### src/rtl/core/qsle_pkg.sv
// Shared types and constants of the quicksort engine.
`timescale 1ns / 1ps

package qsle_pkg;

    localparam int DATA_W = 32;

    // One-hot sequencer states.
    typedef enum logic [11:0] {
        S_LOAD    = 12'b0000_0000_0001,
        S_RANGE   = 12'b0000_0000_0010,
        S_PIV     = 12'b0000_0000_0100,
        S_CMP     = 12'b0000_0000_1000,
        S_SW_A    = 12'b0000_0001_0000,
        S_SW_B    = 12'b0000_0010_0000,
        S_FIN_RD  = 12'b0000_0100_0000,
        S_FIN_A   = 12'b0000_1000_0000,
        S_FIN_B   = 12'b0001_0000_0000,
        S_SPLIT   = 12'b0010_0000_0000,
        S_EMIT_RD = 12'b0100_0000_0000,
        S_EMIT_LD = 12'b1000_0000_0000
    } t_state;

endpackage

### src/rtl/core/qsle_ram.sv
// Generic simple dual-port RAM with one write port and one registered read port.
`timescale 1ns / 1ps

module qsle_ram #(
    parameter int WIDTH = 32,
    parameter int DEPTH = 64
) (
    input  logic                     i_clk,
    input  logic                     i_we,
    input  logic [$clog2(DEPTH)-1:0] i_waddr,
    input  logic [WIDTH-1:0]         i_wdata,
    input  logic [$clog2(DEPTH)-1:0] i_raddr,
    output logic [WIDTH-1:0]         o_rdata
);

    logic [WIDTH-1:0] r_mem [DEPTH];
    logic [WIDTH-1:0] r_rdata;

    // A read of the address being written returns the old contents.
    always_ff @(posedge i_clk) begin
        if (i_we) begin
            r_mem[i_waddr] <= i_wdata;
        end
        r_rdata <= r_mem[i_raddr];
    end

    assign o_rdata = r_rdata;

endmodule

### src/rtl/core/quicksort_lomuto_engine.sv
// Top level of the quicksort engine: loader, partition sequencer and result stream.
`timescale 1ns / 1ps

// Collects signed 32-bit items (one per cycle while loading) until the item
// marked tlast, sorts them in place in ascending order by quicksort with a
// Lomuto partition, and streams them out with tlast on the final one and
// tuser set on every result of the run if items beyond MAX_ELEMENTS were
// dropped. The store is one RAM with a single registered read port, and that
// port sets the timing: a partition of a range reads each element once and
// passes through S_SW_A and S_SW_B on each swap, and already
// ordered data gives the most unbalanced splits. Each result is read
// (S_EMIT_RD), then loaded into the output register (S_EMIT_LD) once the
// output is free. The input is not ready from the last item until
// the last result has been loaded into the output register.

module quicksort_lomuto_engine #(
    parameter int MAX_ELEMENTS = 64
) (
    input  logic                       i_clk,
    input  logic                       i_rst_n,
    input  logic                       s_axis_tvalid,
    output logic                       s_axis_tready,
    input  logic [qsle_pkg::DATA_W-1:0] s_axis_tdata,  // [31:0] sample_value
    input  logic                       s_axis_tlast,   // last_item
    output logic                       m_axis_tvalid,
    input  logic                       m_axis_tready,
    output logic [qsle_pkg::DATA_W-1:0] m_axis_tdata,  // [31:0] sorted_value
    output logic                       m_axis_tlast,   // end_of_run
    output logic                       m_axis_tuser    // [0] truncated
);

    localparam int IW   = $clog2(MAX_ELEMENTS);
    localparam int CW   = $clog2(MAX_ELEMENTS + 1);
    localparam int SD   = $clog2(MAX_ELEMENTS) + 1;
    localparam int SIW  = $clog2(SD);
    localparam int SPW  = $clog2(SD + 1);
    localparam int DW   = qsle_pkg::DATA_W;

    qsle_pkg::t_state r_state, n_state;

    logic [CW-1:0]  r_count, n_count;
    logic           r_ovf, n_ovf;
    logic [CW-1:0]  r_lo, n_lo;
    logic [CW-1:0]  r_hi, n_hi;
    logic [CW-1:0]  r_i, n_i;
    logic [CW-1:0]  r_st, n_st;
    logic [CW-1:0]  r_k, n_k;
    logic [SPW-1:0] r_sp, n_sp;
    logic           r_ov, n_ov;
    logic [DW-1:0]  r_pivot, n_pivot;
    logic [DW-1:0]  r_a, n_a;
    logic [DW-1:0]  r_odata;
    logic           r_olast;
    logic           r_ouser;
    logic [CW-1:0]  r_stk_lo [SD];
    logic [CW-1:0]  r_stk_hi [SD];

    logic           ram_we;
    logic [IW-1:0]  ram_waddr;
    logic [DW-1:0]  ram_wdata;
    logic [IW-1:0]  ram_raddr;
    logic [DW-1:0]  ram_rdata;

    logic           s_acc;
    logic           store_full;
    logic [CW-1:0]  cnt_new;
    logic           less;
    logic           push;
    logic [CW-1:0]  push_lo;
    logic [CW-1:0]  push_hi;
    logic           out_load;
    logic [SPW-1:0] sp_dec;

    qsle_ram #(
        .WIDTH (DW),
        .DEPTH (MAX_ELEMENTS)
    ) u_store (
        .i_clk   (i_clk),
        .i_we    (ram_we),
        .i_waddr (ram_waddr),
        .i_wdata (ram_wdata),
        .i_raddr (ram_raddr),
        .o_rdata (ram_rdata)
    );

    assign s_axis_tready = (r_state == qsle_pkg::S_LOAD);
    assign s_acc         = s_axis_tvalid && s_axis_tready;
    assign store_full    = (r_count >= CW'(MAX_ELEMENTS));
    assign cnt_new       = store_full ? r_count : r_count + CW'(1);
    assign sp_dec        = r_sp - SPW'(1);

    // The one compare unit of the partition loop.
    assign less = ($signed(ram_rdata) < $signed(r_pivot));

    always_comb begin
        n_state   = r_state;
        n_count   = r_count;
        n_ovf     = r_ovf;
        n_lo      = r_lo;
        n_hi      = r_hi;
        n_i       = r_i;
        n_st      = r_st;
        n_k       = r_k;
        n_sp      = r_sp;
        n_ov      = r_ov;
        n_pivot   = r_pivot;
        n_a       = r_a;
        ram_we    = 1'b0;
        ram_waddr = r_count[IW-1:0];
        ram_wdata = s_axis_tdata;
        ram_raddr = r_k[IW-1:0];
        push      = 1'b0;
        push_lo   = r_lo;
        push_hi   = r_st - CW'(1);
        out_load  = 1'b0;

        if (r_ov && m_axis_tready) begin
            n_ov = 1'b0;
        end

        case (r_state)
            qsle_pkg::S_LOAD: begin
                if (s_acc) begin
                    if (store_full) begin
                        n_ovf = 1'b1;
                    end else begin
                        ram_we  = 1'b1;
                        n_count = cnt_new;
                    end
                    if (s_axis_tlast) begin
                        n_k  = '0;
                        n_lo = '0;
                        n_hi = cnt_new - CW'(1);
                        n_sp = '0;
                        if (cnt_new < CW'(2)) begin
                            n_state = qsle_pkg::S_EMIT_RD;
                        end else begin
                            n_state = qsle_pkg::S_RANGE;
                        end
                    end
                end
            end
            qsle_pkg::S_RANGE: begin
                ram_raddr = r_hi[IW-1:0];
                if (r_lo < r_hi) begin
                    n_state = qsle_pkg::S_PIV;
                end else if (r_sp != '0) begin
                    n_lo = r_stk_lo[sp_dec[SIW-1:0]];
                    n_hi = r_stk_hi[sp_dec[SIW-1:0]];
                    n_sp = sp_dec;
                end else begin
                    n_k     = '0;
                    n_state = qsle_pkg::S_EMIT_RD;
                end
            end
            qsle_pkg::S_PIV: begin
                n_pivot   = ram_rdata;
                n_i       = r_lo;
                n_st      = r_lo;
                ram_raddr = r_lo[IW-1:0];
                n_state   = qsle_pkg::S_CMP;
            end
            qsle_pkg::S_CMP: begin
                // The loop ends before the pivot at r_hi, which would never test less than itself.
                if (less && (r_i != r_st)) begin
                    n_a       = ram_rdata;
                    ram_raddr = r_st[IW-1:0];
                    n_state   = qsle_pkg::S_SW_A;
                end else begin
                    if (less) begin
                        n_st = r_st + CW'(1);
                    end
                    n_i       = r_i + CW'(1);
                    ram_raddr = n_i[IW-1:0];
                    if (n_i == r_hi) begin
                        n_state = qsle_pkg::S_FIN_RD;
                    end
                end
            end
            qsle_pkg::S_SW_A: begin
                ram_we    = 1'b1;
                ram_waddr = r_i[IW-1:0];
                ram_wdata = ram_rdata;
                n_state   = qsle_pkg::S_SW_B;
            end
            qsle_pkg::S_SW_B: begin
                ram_we    = 1'b1;
                ram_waddr = r_st[IW-1:0];
                ram_wdata = r_a;
                n_st      = r_st + CW'(1);
                n_i       = r_i + CW'(1);
                ram_raddr = n_i[IW-1:0];
                if (n_i == r_hi) begin
                    n_state = qsle_pkg::S_FIN_RD;
                end else begin
                    n_state = qsle_pkg::S_CMP;
                end
            end
            qsle_pkg::S_FIN_RD: begin
                ram_raddr = r_st[IW-1:0];
                if (r_st == r_hi) begin
                    n_state = qsle_pkg::S_SPLIT;
                end else begin
                    n_state = qsle_pkg::S_FIN_A;
                end
            end
            qsle_pkg::S_FIN_A: begin
                ram_we    = 1'b1;
                ram_waddr = r_hi[IW-1:0];
                ram_wdata = ram_rdata;
                n_state   = qsle_pkg::S_FIN_B;
            end
            qsle_pkg::S_FIN_B: begin
                ram_we    = 1'b1;
                ram_waddr = r_st[IW-1:0];
                ram_wdata = r_pivot;
                n_state   = qsle_pkg::S_SPLIT;
            end
            qsle_pkg::S_SPLIT: begin
                // r_st is the pivot's final place. Push the larger side and keep the smaller.
                if ((r_st - r_lo) > (r_hi - r_st)) begin
                    if ((r_st > r_lo + CW'(1)) && (r_sp < SPW'(SD))) begin
                        push    = 1'b1;
                        push_lo = r_lo;
                        push_hi = r_st - CW'(1);
                        n_sp    = r_sp + SPW'(1);
                    end
                    n_lo = r_st + CW'(1);
                end else begin
                    if ((r_st + CW'(1) < r_hi) && (r_sp < SPW'(SD))) begin
                        push    = 1'b1;
                        push_lo = r_st + CW'(1);
                        push_hi = r_hi;
                        n_sp    = r_sp + SPW'(1);
                    end
                    // A pivot at index zero leaves an empty left side.
                    if (r_st == '0) begin
                        n_hi = r_lo;
                    end else begin
                        n_hi = r_st - CW'(1);
                    end
                end
                n_state = qsle_pkg::S_RANGE;
            end
            qsle_pkg::S_EMIT_RD: begin
                n_state = qsle_pkg::S_EMIT_LD;
            end
            qsle_pkg::S_EMIT_LD: begin
                if (!r_ov || m_axis_tready) begin
                    out_load = 1'b1;
                    n_ov     = 1'b1;
                    if (r_k == r_count - CW'(1)) begin
                        n_count = '0;
                        n_ovf   = 1'b0;
                        n_state = qsle_pkg::S_LOAD;
                    end else begin
                        n_k     = r_k + CW'(1);
                        n_state = qsle_pkg::S_EMIT_RD;
                    end
                end
            end
            default: begin
                n_state = qsle_pkg::S_LOAD;
            end
        endcase
    end

    always_ff @(posedge i_clk) begin
        if (!i_rst_n) begin
            r_state <= qsle_pkg::S_LOAD;
            r_count <= '0;
            r_ovf   <= 1'b0;
            r_sp    <= '0;
            r_ov    <= 1'b0;
        end else begin
            r_state <= n_state;
            r_count <= n_count;
            r_ovf   <= n_ovf;
            r_sp    <= n_sp;
            r_ov    <= n_ov;
        end
    end

    always_ff @(posedge i_clk) begin
        r_lo    <= n_lo;
        r_hi    <= n_hi;
        r_i     <= n_i;
        r_st    <= n_st;
        r_k     <= n_k;
        r_pivot <= n_pivot;
        r_a     <= n_a;
        if (push) begin
            r_stk_lo[r_sp[SIW-1:0]] <= push_lo;
            r_stk_hi[r_sp[SIW-1:0]] <= push_hi;
        end
        if (out_load) begin
            r_odata <= ram_rdata;
            r_olast <= (r_k == r_count - CW'(1));
            r_ouser <= r_ovf;
        end
    end

    assign m_axis_tvalid = r_ov;
    assign m_axis_tdata  = r_odata;
    assign m_axis_tlast  = r_olast;
    assign m_axis_tuser  = r_ouser;

endmodule

### config.mk
export PLATFORM = sky130hd
export DESIGN_NAME = quicksort_lomuto_engine
export DESIGN_NICKNAME = d
export VERILOG_FILES = /design/src/rtl/core/qsle_pkg.sv /design/src/rtl/core/qsle_ram.sv /design/src/rtl/core/quicksort_lomuto_engine.sv
export SDC_FILE = /design/constraint.sdc
export NUM_CORES = 2
export LEC_CHECK = 0
export ABC_AREA = 1
export BUFFER_PORTS_ARGS = -buffer_cell sky130_fd_sc_hd__buf_2
export CORE_MARGIN = 2
export CORE_UTILIZATION = 55
export DETAILED_ROUTE_END_ITERATION = 16
export PLACE_DENSITY = 0.74
export SLEW_MARGIN = 20
export SYNTH_ARGS = -nofsm -noshare
export SYNTH_HDL_FRONTEND = slang
export SYNTH_SLANG_ARGS = --single-unit
export TNS_END_PERCENT = 30
### constraint.sdc
create_clock -name i_clk -period 5.18 [get_ports i_clk]
set_input_delay 0.518 -clock i_clk [delete_from_list [all_inputs] [get_ports i_clk]]
set_output_delay 0.518 -clock i_clk [all_outputs]
set_load 0.03 [all_outputs]
### After elaboration in Yosys (flattened, before gate mapping)

Memory sizes are Yosys's and may differ from the RTL's. A register that Yosys moved wholly into a read port is not among the register bits.
Cells that the tools add are included.

| operators by class | value |
|---|---|
| add/subtract/negate cells | 12 |
| magnitude comparators | 8 |
| equal/unequal tests | 34 |
| multiplexer cells | 80 |
| reductions and logical operators | 26 |

Operator list:

| kind | number |
|---|---|
| 7-bit two-way mux | 30 |
| 12-bit case mux with 12 select lines | 1 |
| 7-bit case mux with 3 select lines | 5 |
| 32-bit case mux with 3 select lines | 1 |
| 12-bit two-way mux | 7 |
| 7-bit by 1-bit adder with 7-bit output, second input constant | 5 |
| 32-bit < comparator | 1 |
| 6-bit case mux with 5 select lines | 1 |
| 11-bit two-way mux | 2 |
| 2-bit inequality test, second input constant | 11 |
| 7-bit equality test | 3 |
| 3-bit two-way mux | 7 |
| 7-bit by 1-bit subtractor with 7-bit output, second input constant | 3 |
| 1-bit two-way mux | 19 |
| 6-bit case mux with 3 select lines | 1 |
| 5-bit AND reduction | 3 |
| 7-bit > comparator | 2 |
| 7-bit < comparator | 2 |
| 7-bit case mux with 2 select lines | 1 |
| 7-bit AND reduction | 2 |
| 7-bit subtractor | 2 |
| 12-bit by 1-bit equality test with 1-bit output, second input constant | 1 |
| 12-bit by 10-bit equality test with 1-bit output, second input constant | 1 |
| 12-bit by 11-bit equality test with 1-bit output, second input constant | 1 |
| 32 further kinds | 48 |

| storage, ports and cells | value |
|---|---|
| bits in registers | 157 |
| RAM bits | 2,146 |
| bits of input ports | 37 |
| memories kept | 3 |

Memory list:

| memory | words | bits a word | read ports | clocked after memory_dff | write ports | line | text |
|---|---|---|---|---|---|---|---|
| u_store.r_mem | 64 | 32 | 1 | 1 | 1 | qsle_ram.sv:16 | `logic [WIDTH-1:0] r_mem [DEPTH];` |
| r_stk_hi | 7 | 7 | 1 | 0 | 1 | quicksort_lomuto_engine.sv:56 | `logic [CW-1:0] r_stk_hi [SD];` |
| r_stk_lo | 7 | 7 | 1 | 0 | 1 | quicksort_lomuto_engine.sv:55 | `logic [CW-1:0] r_stk_lo [SD];` |

### Depth between registers and ports, before layout

| logic depth | value |
|---|---|
| word-level depth | 8 |
| depth in mapped cells | 28 |
| gate-level depth less buffers | 26 |

### Modules after synthesis

A second synthesis with hierarchy kept.

| unflattened totals | value |
|---|---|
| cell total of the unflattened synthesis | 8,209 |
| area, all modules | 96,632.7 um^2 |

By module, submodules not included:

| module | times used | cells an instance | area each (um^2) | sequential area each (um^2) |
|---|---|---|---|---|
| qsle_ram | 1 | 6,770 | 82,735.6 | 62,139.6 |
| quicksort_lomuto_engine | 1 | 1,439 | 13,897.1 | 7,417.1 |

### Worst setup path before layout

No wires, ideal clock.

| timing | value |
|---|---|
| kind | register to register |
| from | register r_st[0] |
| to | memory r_stk_hi[0][0] in the netlist's numbering (enable) |
| data arrival time | 4,211 ps |
| data required time | 4,777 ps |
| setup slack | 566 ps |
| stages on the path, launching flop included | 24 |
| path buffers | 1 |
| clock period less this slack | 4,614 ps |
| path through | edfxtp_1 clkbuf_1 inv_1 ha_1 inv_1 fa_1 a21oi_1 o21ai_0 a21o_1 a21oi_1 xor2_1 ha_1 nand2_1 nor2_1 nand3_1 o211ai_1 nand2_1 nand2_1 nor2_1 o21a_1 a41oi_1 nor2_1 nand2_1 nor3_1 |

| on the way | value |
|---|---|
| longest elaborated chain between the ends | 8 |

Ends and longest elaborated chain:

| what | line | text |
|---|---|---|
| start: declaration | quicksort_lomuto_engine.sv:46 | `logic [CW-1:0] r_st, n_st;` |
| start signal: assignment | quicksort_lomuto_engine.sv:288 | `r_st <= n_st;` |
| 7-bit by 1-bit adder with 7-bit output | quicksort_lomuto_engine.sv:230 | `if ((r_st + CW'(1) < r_hi) && (r_sp < SPW'(SD))) begin` |
| 7-bit < comparator | quicksort_lomuto_engine.sv:230 |  |
| 1-bit logical AND | quicksort_lomuto_engine.sv:230 |  |
| 1-bit two-way mux | quicksort_lomuto_engine.sv:230 |  |
| 1-bit two-way mux * | quicksort_lomuto_engine.sv:221 | `if ((r_st - r_lo) > (r_hi - r_st)) begin` |
| 1-bit two-way mux * | quicksort_lomuto_engine.sv:121 | `case (r_state)` |
| 1-bit two-way mux * | quicksort_lomuto_engine.sv:292 | `if (push) begin` |
| 1-bit two-way mux (not written as such) * | quicksort_lomuto_engine.sv:294 | `r_stk_hi[r_sp[SIW-1:0]] <= push_hi;` |
| end: declaration | quicksort_lomuto_engine.sv:56 |  |

Every way passes the cells marked *; elsewhere a longest branch is shown, timed or not.

### Worst setup path after layout

| timing | value |
|---|---|
| from | register u_store.r_rdata[2], in the netlist u_store.o_rdata[2] (read register of u_store.r_mem) |
| to | register u_store.r_rdata[28], in the netlist u_store.o_rdata[28] (read register of u_store.r_mem) |

| on the way | value |
|---|---|
| longest elaborated chain between the ends | 4 |

Ends and longest elaborated chain:

| what | line | text |
|---|---|---|
| start: declaration | qsle_ram.sv:17 | `logic [WIDTH-1:0] r_rdata;` |
| 32-bit < comparator | quicksort_lomuto_engine.sv:93 | `assign less = ($signed(ram_rdata) < $signed(r_pivot));` |
| 1-bit logical AND | quicksort_lomuto_engine.sv:165 | `if (less && (r_i != r_st)) begin` |
| 6-bit two-way mux | quicksort_lomuto_engine.sv:165 |  |
| 6-bit case mux with 5 select lines | quicksort_lomuto_engine.sv:121 |  |

No other way between the ends.
A chain may end at the register's enable or synchronous reset.

==> impl_metrics.csv <==
group,metric,value,unit
power,power_density,580.8,nW/um^2
logic_synthesis,synth_top_family_by_area,"simple AND/OR/NAND/NOR gates",
worst_setup_path,critPathKind,"flop to flop",
logic_synthesis,synth_mux_area_frac,0,
worst_setup_path,reg2reg_from,"u_store.o_rdata[2]$_DFF_P_",
place,port_buffers,72,
worst_setup_path,crit_arrival,5.79,ns
sta,fin_skew,0.05313,ns
clock_network,clockRootBuffer,"clkbuf_16",
worst_setup_path,slowest_delay,0.83,ns
sta,min_period,5.018,ns
logic_synthesis,syn-cell-area,104100,sq um
logic_synthesis,synth_compound_area_frac,0.01545,
grt,grt_overflow,0,
clock_network,clock_latency,0.89,ns
place,dp_cells,11730,
drt,vias_per_cell,6.119,
drt,ant_nets,0,
grt,grt_pass1_vias,71250,
cells_and_area,fin_nets,9581,
place,gp_congestion,0.9032,
worst_setup_path,crit_family,"simple AND/OR/NAND/NOR gates",
drt,drtIter0Drc,10830,
drt,vias,74320,
drt,wirelength,297200,microns
drt,firstDrtPassIters,8,
grt,grt_start_max_net_pins,184,
worst_setup_path,critPathLaunch,"u_store.o_rdata[2]$_DFF_P_",
clock_network,clock_path_buffers,3,
drt,wl_per_cell,24.47,microns
logic_synthesis,synth_cell_types,48,
die,num_rows,159,
die,die_area,192700,sq um
sta,finalHoldViolCount,0,
die,die_y,439.0,microns
cells_and_area,num-fill-cells,14010,
worst_setup_path,cp-end-kind,"flop",
die,io_pins,73,
logic_synthesis,ys_ff_latch,2335,
logic_synthesis,synth_area_per_cell,11.06,sq um
die,die_w,439.0,microns
logic_synthesis,synth_nets,9534,
drt,drcViolationCount,0,
sta,maxSlewViolCount,0,
cells_and_area,layout.cells.non_filler,12150,
grt,antenna_found_initial,14,
worst_setup_path,reg2reg_to,"u_store.o_rdata[28]$_DFF_P_",
worst_setup_path,cp.depth,24,
worst_setup_path,critPathMaxFanout,16,
worst_setup_path,crit_chain,"ha_1 -> nand2_1 -> inv_1 -> nand2_1 -> nand2_1 -> nand2_1 -> nand2_1 -> nand2_1 -> nand2_1 -> nand2_1 -> nand2_1 -> nand2_1 -> nand3_1 -> nor2_4 -> inv_1 -> o21ai_0 -> inv_1 -> a22oi_2 -> inv_2 -> buf_4 -> buf_4 -> nand3_1 -> nand3_1 -> nand2_1",
flow_run,maxCapViolCount,0,
sta,timing.fmax,199.3,MHz
sta,fin_crit_sh,0.9688,
grt,grt_use_total,0.3045,
clock_network,clock_sinks,2335,
cells_and_area,drive_gt1_frac,0.08993,
worst_setup_path,r2r_slack,0.16,ns
logic_synthesis,ys_seq_area_frac,0.6683,
worst_setup_path,reg2reg_depth,24,
power,leakagePower,0.04545,uW
clock_network,cts_tree,"built",
worst_setup_path,crit_path_end,"u_store.o_rdata[28]$_DFF_P_",
sta,rsz0062_at_grt,"no",
worst_setup_path,path_buf_inv,6,
logic_synthesis,synth_warnings,0,
sta,slew_headroom,0.2350,
clock_network,htree_num_levels,4,
worst_setup_path,required,5.95,ns
clock_network,clkTransAtPathRegs,0.06,ns
grt,grt_pass1_wl,442900,microns
die,core_area,188000,sq um
place,dp_hpwl,169600,microns
worst_setup_path,start_kind,"flop",
sta,worst_slew_pin_slew,1.148,ns
worst_setup_path,cp_slowest_cell,"dfxtp_1",
worst_hold_path,hold_class,"input pin to flop",
sta,setup-violations-final,0,
die,start_util,0.5536,
cells_and_area,area_delta_synth_final,12.43,%
cells_and_area,antenna_cells,0,
logic_synthesis,synth_adder_area_share,0.01012,
logic_synthesis,synthSimpleGateAreaFrac,0.2280,
sta,fin_setup_tns,0,ns
worst_setup_path,cp_common_cell,"nand2_1",
outcome,status,"finished clean",
clock_network,numCtsBuffers,223,
power,ir_drop,0.0006393,V
logic_synthesis,synth_xor_area_frac,0.004965,
logic_synthesis,synth_cells,9414,
[metal layers]
layer  track usage  routed length [microns]  vias to the layer above
met3       0.05497                    36340                      760
met1        0.4156                   110300                    36030
met2        0.4861                   139000                     4882
met5             0                       92                        -
li1              -                        -                    32640
met4        0.1217                    11580                       14
[flip-flops by register name, summed over array words and instances (netlist names)]
name             flops
r_stk_hi            49
m_axis_tlast         1
r_ovf                1
u_store.o_rdata     32
r_k                  7
r_lo                 7
r_sp                 3
r_i                  7
r_hi                 7
m_axis_tvalid        1
m_axis_tuser         1
r_state             12
r_stk_lo            49
r_pivot             32
r_a                 32
r_st                 7
m_axis_tdata        32
u_store.r_mem     2048
r_count              7
[cells by family (layout without fill, tap and decap cells)]
| family | after synthesis | in the layout |
|---|---|---|
| xor gates and xnor gates | 59 | 59 |
| adders and majority gates | 83 | 83 |
| and+or+nand+nor | 4745 | 4745 |
| DFF | 2335 | 2335 |
| AOI/OAI and AO/OA | 262 | 262 |
| buffers and inverters | 1930 | 2168 |
[area by class of cell]
class	instances	area [sq um]	area share
inverters	1329	5009	0.04280
clock buffers	308	6093	0.05207
multi-input cells	5149	27900	0.2384
repair buffers	423	4244	0.03627
clock inverters	108	1092	0.009334
flip-flops and latches	2335	69560	0.5944
well taps	2495	3122	0.02668
[worst register-to-register path, stage by stage (launching register included)]
cell and delay, ns:
dfxtp_1 0.83, ha_1 0.38, nand2_1 0.07, inv_1 0.03
nand2_1 0.06, nand2_1 0.05, nand2_1 0.05, nand2_1 0.08
nand2_1 0.06, nand2_1 0.06, nand2_1 0.12, nand2_1 0.08
nand2_1 0.08, nand3_1 0.19, nor2_4 0.25, inv_1 0.12
o21ai_0 0.19, inv_1 0.07, a22oi_2 0.31, inv_2 0.33
buf_4 0.37, buf_4 0.28, nand3_1 0.14, nand3_1 0.35
nand2_1 0.36
[synthesized netlist by cell type (all sizes together)]
cell type / n / area (sq um)
a21o: 2 / 15.01
inv: 1325 / 4974
a311oi: 6 / 52.55
buf: 364 / 1737
or2: 1 / 6.260
xor2: 44 / 385.4
xnor2: 15 / 131.4
nand2: 1480 / 5568
a21oi: 78 / 390.4
o221ai: 9 / 78.83
nor2: 168 / 643.1
dfxtp: 56 / 1121
a221oi: 2 / 17.52
a211oi: 10 / 75.07
ha: 81 / 1013
nand3b: 768 / 5766
edfxtp: 2279 / 68440
o2111ai: 19 / 166.4
a31oi: 15 / 93.84
nand3: 2267 / 11350
nand4: 19 / 131.4
nor3b: 3 / 22.52
nor4: 10 / 81.33
clkbuf: 237 / 889.6
nor3: 29 / 161.4
o22ai: 14 / 87.58
clkinv: 4 / 15.01
o21bai: 1 / 7.510
a41oi: 1 / 8.760
o31ai: 1 / 7.510
fa: 2 / 40.04
o32ai: 6 / 52.55
a22oi: 17 / 127.6
o21ai: 74 / 374.1
o211ai: 4 / 30.03
o21a: 3 / 22.52
[repair_timing]
action | 4_1_cts | 5_1_grt
hold endpoints to repair | 2 | 0
setup endpoints to repair | 0 | 1
setup buffers | 0 | 0
hold buffers | 3 | 0
resized for setup | 0 | 1
[layout by cell type (no fill, tap or decap), types with 78 or more instances in the layout]
master / count
edfxtp_1: 2279
buf_12: 96
a21oi_1: 78
nand3b_1: 768
nand2_1: 1474
clkbuf_16: 226
nand3_1: 2251
nor2_1: 98
inv_1: 1316
buf_4: 250
ha_1: 81
[stage by stage]
step	setup slack (ns)	total power, uW	instance area [sq um]	utilization	hold WS, ns
3_3_place_gp	0.2329	50720	109700	0.5836	0.4149
3_5_place_dp	0.2952	51320	109800	0.5838	0.4145
5_1_grt	0.1023	70870	117000	0.6225	0.1848
2_1_floorplan	0.5658	40260	104100	-	0.4030
4_1_cts	0.2405	67390	117000	0.6222	0.1022
6_report	0.1618	67960	117000	0.6225	0.1597
[worst min path at each step]
stage                             startpoint                               to  depth (start not counted)
after detailed placement  r_ovf$_SDFFE_PN0P_           m_axis_tuser$_DFFE_PP_                          0
after global routing        s_axis_tdata[12]  u_store.r_mem[63][12]$_DFFE_PP_                          3
after CTS                   s_axis_tdata[12]  u_store.r_mem[53][12]$_DFFE_PP_                          3
after global placement    r_ovf$_SDFFE_PN0P_           m_axis_tuser$_DFFE_PP_                          0
after floorplan           r_ovf$_SDFFE_PN0P_           m_axis_tuser$_DFFE_PP_                          0
final                       s_axis_tdata[12]  u_store.r_mem[55][12]$_DFFE_PP_                          3
[power by group]
group | total [uW] | switching [uW] | leakage (uW) | internal [uW]
sequential | 22300 | 676 | 0.0210 | 21600
clock | 16100 | 7100 | 0.00349 | 9020
combinational | 29600 | 20700 | 0.0210 | 8850
(Power assumes the default switching activity.)
